==> src/rtl/bcdrtc_pkg.sv <==
// Package for the BCD RTC snapshot to epoch-seconds converter.
// Holds payload structs, register masks, config register indexes and decode helpers.
// No dependencies.
package bcdrtc_pkg;

  localparam int EPOCH_W = 33;
  localparam int APB_DW  = 64;
  localparam int APB_AW  = 4;

  // Config register index, taken from paddr[3] (registers sit at 8-byte pitch)
  typedef enum logic {
    REG_PLAUSIBLE_FLOOR = 1'b0,
    REG_UNUSED          = 1'b1
  } cfg_reg_t;

  localparam logic [EPOCH_W-1:0] FLOOR_RESET = 33'd946684800;

  localparam logic [7:0] SEC_MASK    = 8'h7F;
  localparam logic [7:0] MIN_MASK    = 8'h7F;
  localparam logic [7:0] HR_MODE12   = 8'h40;
  localparam logic [7:0] HR_PM       = 8'h20;
  localparam logic [7:0] HR12_MASK   = 8'h1F;
  localparam logic [7:0] HR24_MASK   = 8'h3F;
  localparam logic [7:0] DATE_MASK   = 8'h3F;
  localparam logic [7:0] MONTH_MASK  = 8'h1F;
  localparam logic [7:0] CENTURY_BIT = 8'h80;

  // Days from 1970-01-01 relative to the shifted-year day count (see top level)
  localparam logic [18:0] DAY_OFFSET  = 19'd135080;
  localparam logic [16:0] SEC_PER_DAY = 17'd86400;

  typedef struct packed {
    logic [7:0] seconds_reg;
    logic [7:0] minutes_reg;
    logic [7:0] hours_reg;
    logic [7:0] date_reg;
    logic [7:0] month_century_reg;
    logic [7:0] year_reg;
  } rtc_snapshot_t;

  typedef struct packed {
    logic [EPOCH_W-1:0] epoch_seconds;
    logic               valid_res;
  } epoch_result_t;

  function automatic logic bcd_ok(input logic [7:0] v);
    return (v[7:4] <= 4'd9) && (v[3:0] <= 4'd9);
  endfunction

  function automatic logic [6:0] bcd_value(input logic [7:0] v);
    return 7'(v[7:4]) * 7'd10 + 7'(v[3:0]);
  endfunction

  function automatic logic [4:0] month_days(input logic [3:0] month, input logic leap);
    logic [4:0] d;
    unique case (month)
      4'd2:                         d = leap ? 5'd29 : 5'd28;
      4'd4, 4'd6, 4'd9, 4'd11:      d = 5'd30;
      default:                      d = 5'd31;
    endcase
    return d;
  endfunction

  // Days before the start of shifted month mp (March = 0)
  function automatic logic [8:0] cum_days(input logic [3:0] mp);
    logic [8:0] d;
    unique case (mp)
      4'd0:    d = 9'd0;
      4'd1:    d = 9'd31;
      4'd2:    d = 9'd61;
      4'd3:    d = 9'd92;
      4'd4:    d = 9'd122;
      4'd5:    d = 9'd153;
      4'd6:    d = 9'd184;
      4'd7:    d = 9'd214;
      4'd8:    d = 9'd245;
      4'd9:    d = 9'd275;
      4'd10:   d = 9'd306;
      4'd11:   d = 9'd337;
      default: d = 9'd0;
    endcase
    return d;
  endfunction

endpackage

==> src/rtl/bcd_rtc_regs_to_epoch_unit.sv <==
// Top level: BCD RTC register snapshot to seconds since 1970, four-stage pipeline.
// Depends on bcdrtc_pkg (payload structs, masks, decode tables).
//
//  channel   | ports                                   | handshake
//  ----------+-----------------------------------------+-------------------------------
//  snapshot  | start, busy, snapshot                   | taken when start & !busy
//  result    | done, result                            | done strobe, one cycle, no stall
//  config    | psel penable pwrite paddr pwdata prdata | APB, pready tied high
//
// One item per cycle; the result passes four registered stages after acceptance (decode,
// day count, scale by 86400, floor compare). busy is high only during reset.
// Synchronous reset clears the stage valid bits and sets the floor to 946684800.
// The result side cannot stall, so the pipeline never holds.
module bcd_rtc_regs_to_epoch_unit (
  input  logic                          clk,
  input  logic                          rst,
  input  logic                          start,
  output logic                          busy,
  input  bcdrtc_pkg::rtc_snapshot_t     snapshot,
  output logic                          done,
  output bcdrtc_pkg::epoch_result_t     result,
  input  logic                          psel,
  input  logic                          penable,
  input  logic                          pwrite,
  input  logic [bcdrtc_pkg::APB_AW-1:0] paddr,
  input  logic [bcdrtc_pkg::APB_DW-1:0] pwdata,
  output logic [bcdrtc_pkg::APB_DW-1:0] prdata,
  output logic                          pready
);
  import bcdrtc_pkg::*;

  // ---------------- config ----------------
  logic [EPOCH_W-1:0] plausible_floor;
  cfg_reg_t           cfg_sel;

  assign pready  = 1'b1;
  assign cfg_sel = cfg_reg_t'(paddr[3]);

  always_ff @(posedge clk) begin
    if (rst) begin
      plausible_floor <= FLOOR_RESET;
    end else if (psel && penable && pwrite && pready && cfg_sel == REG_PLAUSIBLE_FLOOR) begin
      plausible_floor <= pwdata[EPOCH_W-1:0];
    end
  end

  always_comb begin
    unique case (cfg_sel)
      REG_PLAUSIBLE_FLOOR: prdata = APB_DW'(plausible_floor);
      default:             prdata = '0;
    endcase
  end

  assign busy = rst;

  // ---------------- stage 1: BCD decode and field checks ----------------
  logic       accept;
  logic [7:0] sec_m, min_m, hr12_m, hr24_m, date_m, mon_m;
  logic [6:0] sec_v, min_v, hr12_v, hr24_v, date_v, mon_v, year_v;
  logic       hr_mode12, hr_pm;
  logic       ok_hour;
  logic [4:0] hour_dec;
  logic [7:0] year_off;
  logic       leap;
  logic       ok_all;

  assign accept = start && !busy;

  always_comb begin
    sec_m  = snapshot.seconds_reg & SEC_MASK;
    min_m  = snapshot.minutes_reg & MIN_MASK;
    hr12_m = snapshot.hours_reg & HR12_MASK;
    hr24_m = snapshot.hours_reg & HR24_MASK;
    date_m = snapshot.date_reg & DATE_MASK;
    mon_m  = snapshot.month_century_reg & MONTH_MASK;

    sec_v  = bcd_value(sec_m);
    min_v  = bcd_value(min_m);
    hr12_v = bcd_value(hr12_m);
    hr24_v = bcd_value(hr24_m);
    date_v = bcd_value(date_m);
    mon_v  = bcd_value(mon_m);
    year_v = bcd_value(snapshot.year_reg);

    hr_mode12 = (snapshot.hours_reg & HR_MODE12) != 8'h00;
    hr_pm     = (snapshot.hours_reg & HR_PM) != 8'h00;

    if (hr_mode12) begin
      ok_hour  = bcd_ok(hr12_m) && hr12_v >= 7'd1 && hr12_v <= 7'd12;
      // twelve o'clock counts as zero before the PM offset
      hour_dec = (hr12_v == 7'd12) ? 5'd0 : hr12_v[4:0];
      if (hr_pm) begin
        hour_dec = hour_dec + 5'd12;
      end
    end else begin
      ok_hour  = bcd_ok(hr24_m) && hr24_v <= 7'd23;
      hour_dec = hr24_v[4:0];
    end

    year_off = 8'(year_v) +
               (((snapshot.month_century_reg & CENTURY_BIT) != 8'h00) ? 8'd100 : 8'd0);
    // 2000..2199: leap when divisible by 4, except 2100
    leap = (year_off[1:0] == 2'b00) && (year_off != 8'd100);

    ok_all = bcd_ok(sec_m) && bcd_ok(min_m) && ok_hour && bcd_ok(date_m) &&
             bcd_ok(mon_m) && bcd_ok(snapshot.year_reg) &&
             sec_v <= 7'd59 && min_v <= 7'd59 &&
             mon_v >= 7'd1 && mon_v <= 7'd12 && date_v >= 7'd1 &&
             date_v <= 7'(month_days(mon_v[3:0], leap));
  end

  logic       s1_valid, s1_ok;
  logic [5:0] s1_sec, s1_min;
  logic [4:0] s1_hour, s1_date;
  logic [3:0] s1_month;
  logic [7:0] s1_year;

  always_ff @(posedge clk) begin
    if (rst) begin
      s1_valid <= 1'b0;
    end else begin
      s1_valid <= accept;
    end
  end

  always_ff @(posedge clk) begin
    s1_ok    <= ok_all;
    s1_sec   <= sec_v[5:0];
    s1_min   <= min_v[5:0];
    s1_hour  <= hour_dec;
    s1_date  <= date_v[4:0];
    s1_month <= mon_v[3:0];
    s1_year  <= year_off;
  end

  // ---------------- stage 2: day count and time of day ----------------
  // Years counted from 1600 with March as first month: k in 399..599.
  logic        jan_feb;
  logic [3:0]  mp;
  logic [9:0]  k;
  logic [2:0]  k_div100;
  logic        k_div400;
  logic [18:0] doe;
  logic [16:0] hms;

  always_comb begin
    jan_feb  = s1_month <= 4'd2;
    mp       = jan_feb ? s1_month + 4'd9 : s1_month - 4'd3;
    k        = 10'd400 + 10'(s1_year) - 10'(jan_feb);
    k_div100 = (k >= 10'd500) ? 3'd5 : (k >= 10'd400) ? 3'd4 : 3'd3;
    k_div400 = k >= 10'd400;
    doe      = 19'(k) * 19'd365 + 19'(k[9:2]) - 19'(k_div100) + 19'(k_div400) +
               19'(cum_days(mp)) + 19'(s1_date) - 19'd1;
    hms      = 17'(s1_hour) * 17'd3600 + 17'(s1_min) * 17'd60 + 17'(s1_sec);
  end

  logic        s2_valid, s2_ok;
  logic [16:0] s2_days, s2_hms;

  always_ff @(posedge clk) begin
    if (rst) begin
      s2_valid <= 1'b0;
    end else begin
      s2_valid <= s1_valid;
    end
  end

  always_ff @(posedge clk) begin
    s2_ok   <= s1_ok;
    s2_days <= 17'(doe - DAY_OFFSET);
    s2_hms  <= hms;
  end

  // ---------------- stage 3: scale days to seconds ----------------
  logic               s3_valid, s3_ok;
  logic [EPOCH_W-1:0] s3_time;
  logic [EPOCH_W-1:0] day_secs;

  assign day_secs = EPOCH_W'(s2_days) * EPOCH_W'(SEC_PER_DAY) + EPOCH_W'(s2_hms);

  always_ff @(posedge clk) begin
    if (rst) begin
      s3_valid <= 1'b0;
    end else begin
      s3_valid <= s2_valid;
    end
  end

  always_ff @(posedge clk) begin
    s3_ok   <= s2_ok;
    s3_time <= day_secs;
  end

  // ---------------- stage 4: floor check and output register ----------------
  logic               res_valid;
  logic [EPOCH_W-1:0] res_epoch;
  logic               pass;

  assign pass = s3_ok && (s3_time >= plausible_floor);

  always_ff @(posedge clk) begin
    if (rst) begin
      done <= 1'b0;
    end else begin
      done <= s3_valid;
    end
  end

  always_ff @(posedge clk) begin
    res_valid <= pass;
    res_epoch <= pass ? s3_time : '0;
  end

  assign result.epoch_seconds = res_epoch;
  assign result.valid_res     = res_valid;

  // ---------------- checks ----------------
  a_latency: assert property (@(posedge clk) disable iff (rst)
    start && !busy |-> ##4 done)
    else $error("accepted item did not complete in four cycles");

  a_no_spurious: assert property (@(posedge clk) disable iff (rst)
    done |-> $past(start && !busy, 4))
    else $error("result strobe without a matching accepted item");

  a_floor: assert property (@(posedge clk) disable iff (rst)
    done && result.valid_res |-> result.epoch_seconds >= plausible_floor)
    else $error("valid result below plausibility floor");

  a_zero_reject: assert property (@(posedge clk) disable iff (rst)
    done && !result.valid_res |-> result.epoch_seconds == '0)
    else $error("rejected item carries nonzero time");

endmodule

==> config.mk <==
export PLATFORM = sky130hd
export DESIGN_NAME = bcd_rtc_regs_to_epoch_unit
export DESIGN_NICKNAME = d
export VERILOG_FILES = /design/src/rtl/bcdrtc_pkg.sv /design/src/rtl/bcd_rtc_regs_to_epoch_unit.sv
export SDC_FILE = /design/constraint.sdc
export NUM_CORES = 1
export LEC_CHECK = 0
export ABC_AREA = 0
export BUFFER_PORTS_ARGS = -buffer_cell sky130_fd_sc_hd__buf_4
export CAP_MARGIN = 20
export CORE_ASPECT_RATIO = 1.25
export CORE_MARGIN = 4
export CORE_UTILIZATION = 47
export DETAILED_ROUTE_END_ITERATION = 8
export PLACE_DENSITY_LB_ADDON = 0.15
export REMOVE_ABC_BUFFERS = 1
export SYNTH_ARGS = -nofsm -noshare
export SYNTH_HDL_FRONTEND = slang
export SYNTH_SLANG_ARGS = --single-unit
==> constraint.sdc <==
create_clock -name clk -period 11.3 [get_ports clk]
set_input_delay 2.26 -clock clk [delete_from_list [all_inputs] [get_ports clk]]
set_output_delay 2.26 -clock clk [all_outputs]
set_load 0.02 [all_outputs]
-- Word-level counts from Yosys, hierarchy flattened
Memories as Yosys holds them, arrays and structs flattened.
Cells that the tools add are included.
Widths: inputs -> output; s select.
- ROM bits: 144
- memories kept: 1
- latch bits: 0
- bits of input ports: 122
- register bits: 175
- memory bits (writable): 0
- output and inout port bits: 101
- memories (memory ; words ; bits a word ; read ports ; clocked after Yosys merged registers in ; wr ports ; line ; RTL):
    (no name shown) ; 16 ; 9 ; 1 ; 0 ; 0 ; bcdrtc_pkg.sv:67 ; unique case (mp)
- equal/unequal tests: 7
- reductions and logical operators: 30
- div/mod/pow operators: 0
- multiplexer cells: 11
- order comparisons: 26
- bitwise gates (word level): 1
- shifts and indexed selects: 0
- add/subtract/negate cells: 23
- $mul: 11
- operators by type and width (kind ; number):
    $add 33x17->33 ; 1
    $ge 33x33->1 ; 1
    $mux 33 ; 1
    $le 4x4->1 const B ; 7
    $logic_and 1x1->1 ; 27
    $mul 17x10->26 const B ; 1
    $add 7x4->7 ; 3
    $ge 10x9->1 const B ; 2
    $add 17x1->17 ; 1
    $add 17x12->17 ; 1
    $add 17x5->17 ; 1
    $add 17x6->17 ; 1
    $add 17x8->17 ; 1
    $add 17x9->17 ; 1
    $mul 10x9->17 const B ; 1
    $sub 17x1->17 const B ; 1
    $sub 17x12->17 const B ; 1
    $sub 17x3->17 ; 1
    $mux 5 ; 3
    $add 6x4->7 ; 2
    $le 7x6->1 const B ; 2
    $mul 5x8->13 const B ; 1
    $add 5x4->6 ; 2
    $ge 6x1->1 const B ; 2
    33 further kinds ; 44

-- Logic depth before layout (Yosys ltp)
- depth in word-level cells: 16
- mapped depth: 39
- depth with buffers taken out: 38

-- Least setup slack after synthesis
No wires, ideal clock.
- path kind: reg2reg
- start: register s1_month[1]
- end: register s2_days[16]
- required time: 11.179 ns
- setup time: 0.121 ns
- path slack: 4.038 ns
- clock period less this slack: 7.262 ns
- buffers on the path: 1
- arrival: 7.142 ns
- cell stages (with the launch flop): 35
- cells stage by stage: dfxtp_1 clkbuf_1 nand2_1 inv_1 nor3_1 ha_1 inv_1 ha_1 inv_1 fa_1 nor2b_1 o21ai_0 nand2b_1 a211o_1 xor2_1 xnor2_1 ha_1 a21o_1 fa_1 inv_1 fa_1 inv_1 fa_1 inv_1 fa_1 inv_1 ha_1 ha_1 a211oi_1 o21bai_1 a21oi_1 o21bai_1 a41o_1 o41a_1 xnor2_1
- word-level cells in the longest chain between the ends: 11
- elaborated cells on any way between the ends: 18
- those cells by class: 10 x add/sub; 1 x mul; 3 x order compare; 3 x mux; 1 x memory
- ends and longest elaborated chain (item ; line ; RTL):
    from (decl) ; bcd_rtc_regs_to_epoch_unit.sv:115 ; logic [3:0] s1_month;
    from (signal assigned) ; bcd_rtc_regs_to_epoch_unit.sv:132 ; s1_month <= mon_v[3:0];
    parallel branches: the longest is 7 deep, another holds $mul 10x9->17 ; n/a ;
    $add 17x9->17 * ; bcd_rtc_regs_to_epoch_unit.sv:152 ; doe = 19'(k) * 19'd365 + 19'(k[9:2]) - 19'(k_div100) + 19'(k_div400) +
    $add 17x5->17 * ; bcd_rtc_regs_to_epoch_unit.sv:153 ; 19'(cum_days(mp)) + 19'(s1_date) - 19'd1;
    $sub 17x1->17 * ; bcd_rtc_regs_to_epoch_unit.sv:153 ;
    $sub 17x12->17 * ; bcd_rtc_regs_to_epoch_unit.sv:170 ; s2_days <= 17'(doe - DAY_OFFSET);
    to (signal assigned) ; bcd_rtc_regs_to_epoch_unit.sv:170 ;
    to (decl) ; bcd_rtc_regs_to_epoch_unit.sv:158 ; logic [16:0] s2_days, s2_hms;
Mark *: on every way between the ends.
A chain may end at the register's enable or synchronous reset.

-- Worst setup path after layout
Ends and elaborated chain as after synthesis.

==> metrics.txt <==
# TYPE chip_impl_metric gauge
chip_impl_info{name="result_of_the_run",value="finished, final reports clean"} 1
chip_impl_metric{name="route.vias.total",unit=""} 11020
chip_impl_info{name="critPathSlowestCell",value="sky130_fd_sc_hd__fa_1"} 1
chip_impl_metric{name="ys_seq_area_share",unit="%"} 22.35
chip_impl_metric{name="grt_usage",unit="%"} 17.27
chip_impl_metric{name="drt_iter0_markers",unit=""} 333
chip_impl_metric{name="synth_top_area_share",unit="%"} 24.59
chip_impl_metric{name="cts_sinks",unit=""} 175
chip_impl_metric{name="number_of_max_slew_violations_in_the_final_report",unit=""} 0
chip_impl_metric{name="synthesis.area_per_instance",unit="sq um"} 9.252
chip_impl_metric{name="post_route_cells_drive_above_1_share",unit="%"} 11.79
chip_impl_info{name="crit_path_start",value="s1_month[1]"} 1
chip_impl_info{name="synth.most_common_cell",value="sky130_fd_sc_hd__inv_1"} 1
chip_impl_metric{name="setup-violations-final",unit=""} 0
chip_impl_metric{name="largest_net_degree_at_the_start_of_global_routing",unit=""} 46
chip_impl_metric{name="clk_pin_slew",unit="ns"} 0.07
chip_impl_metric{name="hpwl",unit="um"} 25640
chip_impl_info{name="buffer_type_at_the_clock_tree_root",value="sky130_fd_sc_hd__clkbuf_16"} 1
chip_impl_info{name="regToRegStartpoint",value="s1_month[1]"} 1
chip_impl_metric{name="cts_hold_buf",unit=""} 0
chip_impl_metric{name="worst_slew_pin_slew",unit="ns"} 1.023
chip_impl_info{name="cp-endpoint",value="s2_days[16]"} 1
chip_impl_metric{name="antenna_found_initial",unit=""} 1
chip_impl_info{name="synth.largest_area_cell",value="sky130_fd_sc_hd__ha_1"} 1
chip_impl_metric{name="die_height",unit="um"} 212.2
chip_impl_metric{name="port_buffers",unit=""} 149
chip_impl_metric{name="firstDrtPassIters",unit=""} 4
chip_impl_metric{name="cp_data_arrival_time",unit="ns"} 8.34
chip_impl_metric{name="fin_crit",unit="ns"} 8.023
chip_impl_metric{name="cts_resized",unit=""} 0
chip_impl_metric{name="worstSkewPairLatency",unit="ns"} 0.44
chip_impl_metric{name="place.gp.congestion",unit=""} 0.8647
chip_impl_metric{name="yosys_warnings",unit=""} 0
chip_impl_metric{name="r2r_setup_slack",unit="ns"} 3.28
chip_impl_metric{name="worstRegToRegCells",unit=""} 34
chip_impl_metric{name="remaining_drc_errors",unit=""} 0
chip_impl_info{name="worst_setup_path_start_kind",value="flip-flop"} 1
chip_impl_metric{name="number_of_diodes_added_for_antenna_fixing",unit=""} 0
chip_impl_metric{name="finalClockSkew",unit="ns"} 0.01415
chip_impl_metric{name="ys_types",unit=""} 75
chip_impl_info{name="cts_tree",value="yes"} 1
chip_impl_metric{name="route.antenna.remaining_nets",unit=""} 0
chip_impl_info{name="endpoint_kind",value="flip-flop"} 1
chip_impl_info{name="biggest_area_contributors_in_the_synthesized_netlist",value="sky130_fd_sc_hd__ha_1 25%, sky130_fd_sc_hd__dfxtp_1 22%, sky130_fd_sc_hd__fa_1 14%"} 1
chip_impl_metric{name="global_route.overflow_total",unit=""} 0
chip_impl_metric{name="routed_wirelength",unit="um"} 29890
chip_impl_metric{name="postSynth.asyncResetShare",unit="%"} 0
chip_impl_metric{name="ctsLongestPathBuffers",unit=""} 2
chip_impl_metric{name="boundaryPins",unit=""} 223
chip_impl_metric{name="design.final.nets",unit=""} 2367
chip_impl_metric{name="wire_per_inst",unit="um"} 13.23
chip_impl_info{name="post_synth_most_frequent_cells",value="331 x sky130_fd_sc_hd__inv_1, 308 x sky130_fd_sc_hd__ha_1, 175 x sky130_fd_sc_hd__dfxtp_1"} 1
chip_impl_info{name="critical_path.reg2reg.endpoint",value="s2_days[16]"} 1
chip_impl_metric{name="count_of_flip_flops_with_a_built_in_enable_after_synthesis",unit=""} 0
chip_impl_metric{name="critPathMaxStageDelay",unit="ns"} 0.50
chip_impl_metric{name="initial_standard_cell_utilization_of_the_core",unit="%"} 47.82
chip_impl_metric{name="grt_pass1_wl",unit="um"} 51630
chip_impl_info{name="holdCritPathClass",value="flip-flop to flip-flop"} 1
chip_impl_metric{name="max_cap_violation_count",unit=""} 0
chip_impl_metric{name="fmax",unit="MHz"} 124.6
chip_impl_metric{name="timing.setup.tns",unit="ns"} 0
chip_impl_metric{name="die-width",unit="um"} 171.3
chip_impl_metric{name="floorplan.core_area",unit="sq um"} 32780
chip_impl_metric{name="htree_num_levels",unit=""} 4
chip_impl_metric{name="postSynthRegisterBits",unit=""} 175
chip_impl_metric{name="critPathRequiredTime",unit="ns"} 11.62
chip_impl_metric{name="row_count",unit=""} 74
chip_impl_metric{name="timing_hold_violations_final",unit=""} 0
chip_impl_info{name="timing_worst_setup_path_type",value="flip-flop to flip-flop"} 1
chip_impl_metric{name="cts.repair_timing.setup_buffer_count",unit=""} 0
chip_impl_metric{name="post-route-period-util",unit="%"} 71.00
chip_impl_metric{name="area.growth.synth_to_final",unit="%"} 12.65
chip_impl_metric{name="post_synth_instance_area",unit="sq um"} 15670
chip_impl_info{name="timing.critical_path.mode_cell",value="sky130_fd_sc_hd__inv_1"} 1
chip_impl_metric{name="cts_inserted_buffers",unit=""} 17
chip_impl_metric{name="timing.critical_path.fanout_max",unit=""} 9
chip_impl_metric{name="postSynthCellCount",unit=""} 1694
chip_impl_info{name="postSynth.topFlopCell",value="sky130_fd_sc_hd__dfxtp_1"} 1
chip_impl_metric{name="slew_headroom",unit="%"} 31.34
chip_impl_info{name="unrepaired_setup_endpoints_after_global_routing",value="false"} 1
chip_impl_metric{name="design.die.area",unit="sq um"} 36350
chip_impl_metric{name="first_global_vias",unit=""} 11270
chip_impl_metric{name="drt-vias-per-instance",unit=""} 4.880
sequential cells by signal, indices dropped and copies added (netlist names):
register	flops
plausible_floor	33
res_epoch	33
s3_time	33
s2_days	17
s2_hms	17
s1_year	8
s1_min	6
s1_sec	6
s1_date	5
s1_hour	5
s1_month	4
done	1
res_valid	1
s1_ok	1
s1_valid	1
s2_ok	1
s2_valid	1
s3_ok	1
s3_valid	1
critical path: cells and delay by family, from the launching register on:
family | cells | cell delay (ns)
AO/OA/AOI/OAI | 13 | 2.91
AND/OR/NAND/NOR | 5 | 0.94
flip-flops | 1 | 0.38
adder cells (fa/ha/maj) | 8 | 2.59
XOR/XNOR | 2 | 0.53
buffers and inverters | 6 | 0.55
metrics by stage:
step                      util (%)  instance area [sq um]  hold slack, ns  cells  worst slack [ns]
after floorplan                  -                  15380          0.3096   1655             4.129
after global placement       52.05                  17060          0.3112   2226             3.293
after detailed placement     52.05                  17060          0.3121   2226             3.185
after CTS                    53.82                  17640          0.3294   2258             3.166
after global routing         53.86                  17650          0.3309   2259             2.610
final                        53.86                  17650          0.3289   2259             3.277
logic make-up after synthesis:
family | synth area share, %
AND/OR/NAND/NOR | 8.622
flip-flops | 22.35
buffers and inverters | 10.51
XOR/XNOR | 6.914
multiplexers | 0.1916
AO/OA/AOI/OAI | 12.85
other | 0.04792
adder cells (fa/ha/maj) | 38.51
cell usage in the layout, fill, tap and decap left out, types with 7 or more instances in the layout:
cell / Yosys / routed
sky130_fd_sc_hd__dfxtp_1: 175 / 175
sky130_fd_sc_hd__conb_1: 2 / 32
sky130_fd_sc_hd__fa_1: 109 / 109
sky130_fd_sc_hd__xor2_1: 27 / 27
sky130_fd_sc_hd__nor2b_1: 23 / 23
sky130_fd_sc_hd__a21o_1: 38 / 38
sky130_fd_sc_hd__xnor2_1: 93 / 93
sky130_fd_sc_hd__nor2_1: 87 / 87
sky130_fd_sc_hd__nand3_1: 18 / 18
sky130_fd_sc_hd__inv_1: 331 / 331
sky130_fd_sc_hd__ha_1: 308 / 308
sky130_fd_sc_hd__clkbuf_16: 0 / 17
sky130_fd_sc_hd__a21oi_1: 88 / 88
sky130_fd_sc_hd__o21ai_0: 35 / 35
sky130_fd_sc_hd__a31oi_1: 7 / 7
sky130_fd_sc_hd__nand4_1: 8 / 8
sky130_fd_sc_hd__a211o_1: 13 / 13
sky130_fd_sc_hd__nand2_1: 83 / 83
sky130_fd_sc_hd__o21a_1: 13 / 13
sky130_fd_sc_hd__nor3_1: 12 / 11
sky130_fd_sc_hd__nand2b_1: 7 / 7
sky130_fd_sc_hd__buf_4: 34 / 153
sky130_fd_sc_hd__a211oi_1: 37 / 37
sky130_fd_sc_hd__o21bai_1: 18 / 18
layer usage:
metal	wire length [um]	GRT usage, %
met1	12970	20.51
met2	15040	31.56
met3	1224	3.087
met4	665	5.275
met5	0	0
worst min-delay path by stage:
stage	start	endpoint	depth (start not counted)
after floorplan	s1_sec[0]	s2_hms[0]	0
after global placement	s1_sec[0]	s2_hms[0]	0
after detailed placement	s2_hms[5]	s3_time[5]	0
after CTS	s2_hms[5]	s3_time[5]	0
after global routing	s2_hms[5]	s3_time[5]	0
final	s2_hms[4]	s3_time[4]	0
final cells by class:
| type | instances | area (sq um) |
|---|---|---|
| clock buffers | 19 | 432.9 |
| clock inverters | 13 | 145.1 |
| fillers | 3047 | 15120 |
| inverters | 331 | 1242 |
| multi-input cells | 1149 | 10640 |
| flip-flops and latches | 175 | 3503 |
| well taps | 418 | 523.0 |
| repair buffers | 154 | 1164 |
Power is not shown: default switching activity piles up to over one toggle a cycle in this logic, so the estimate is an artifact.
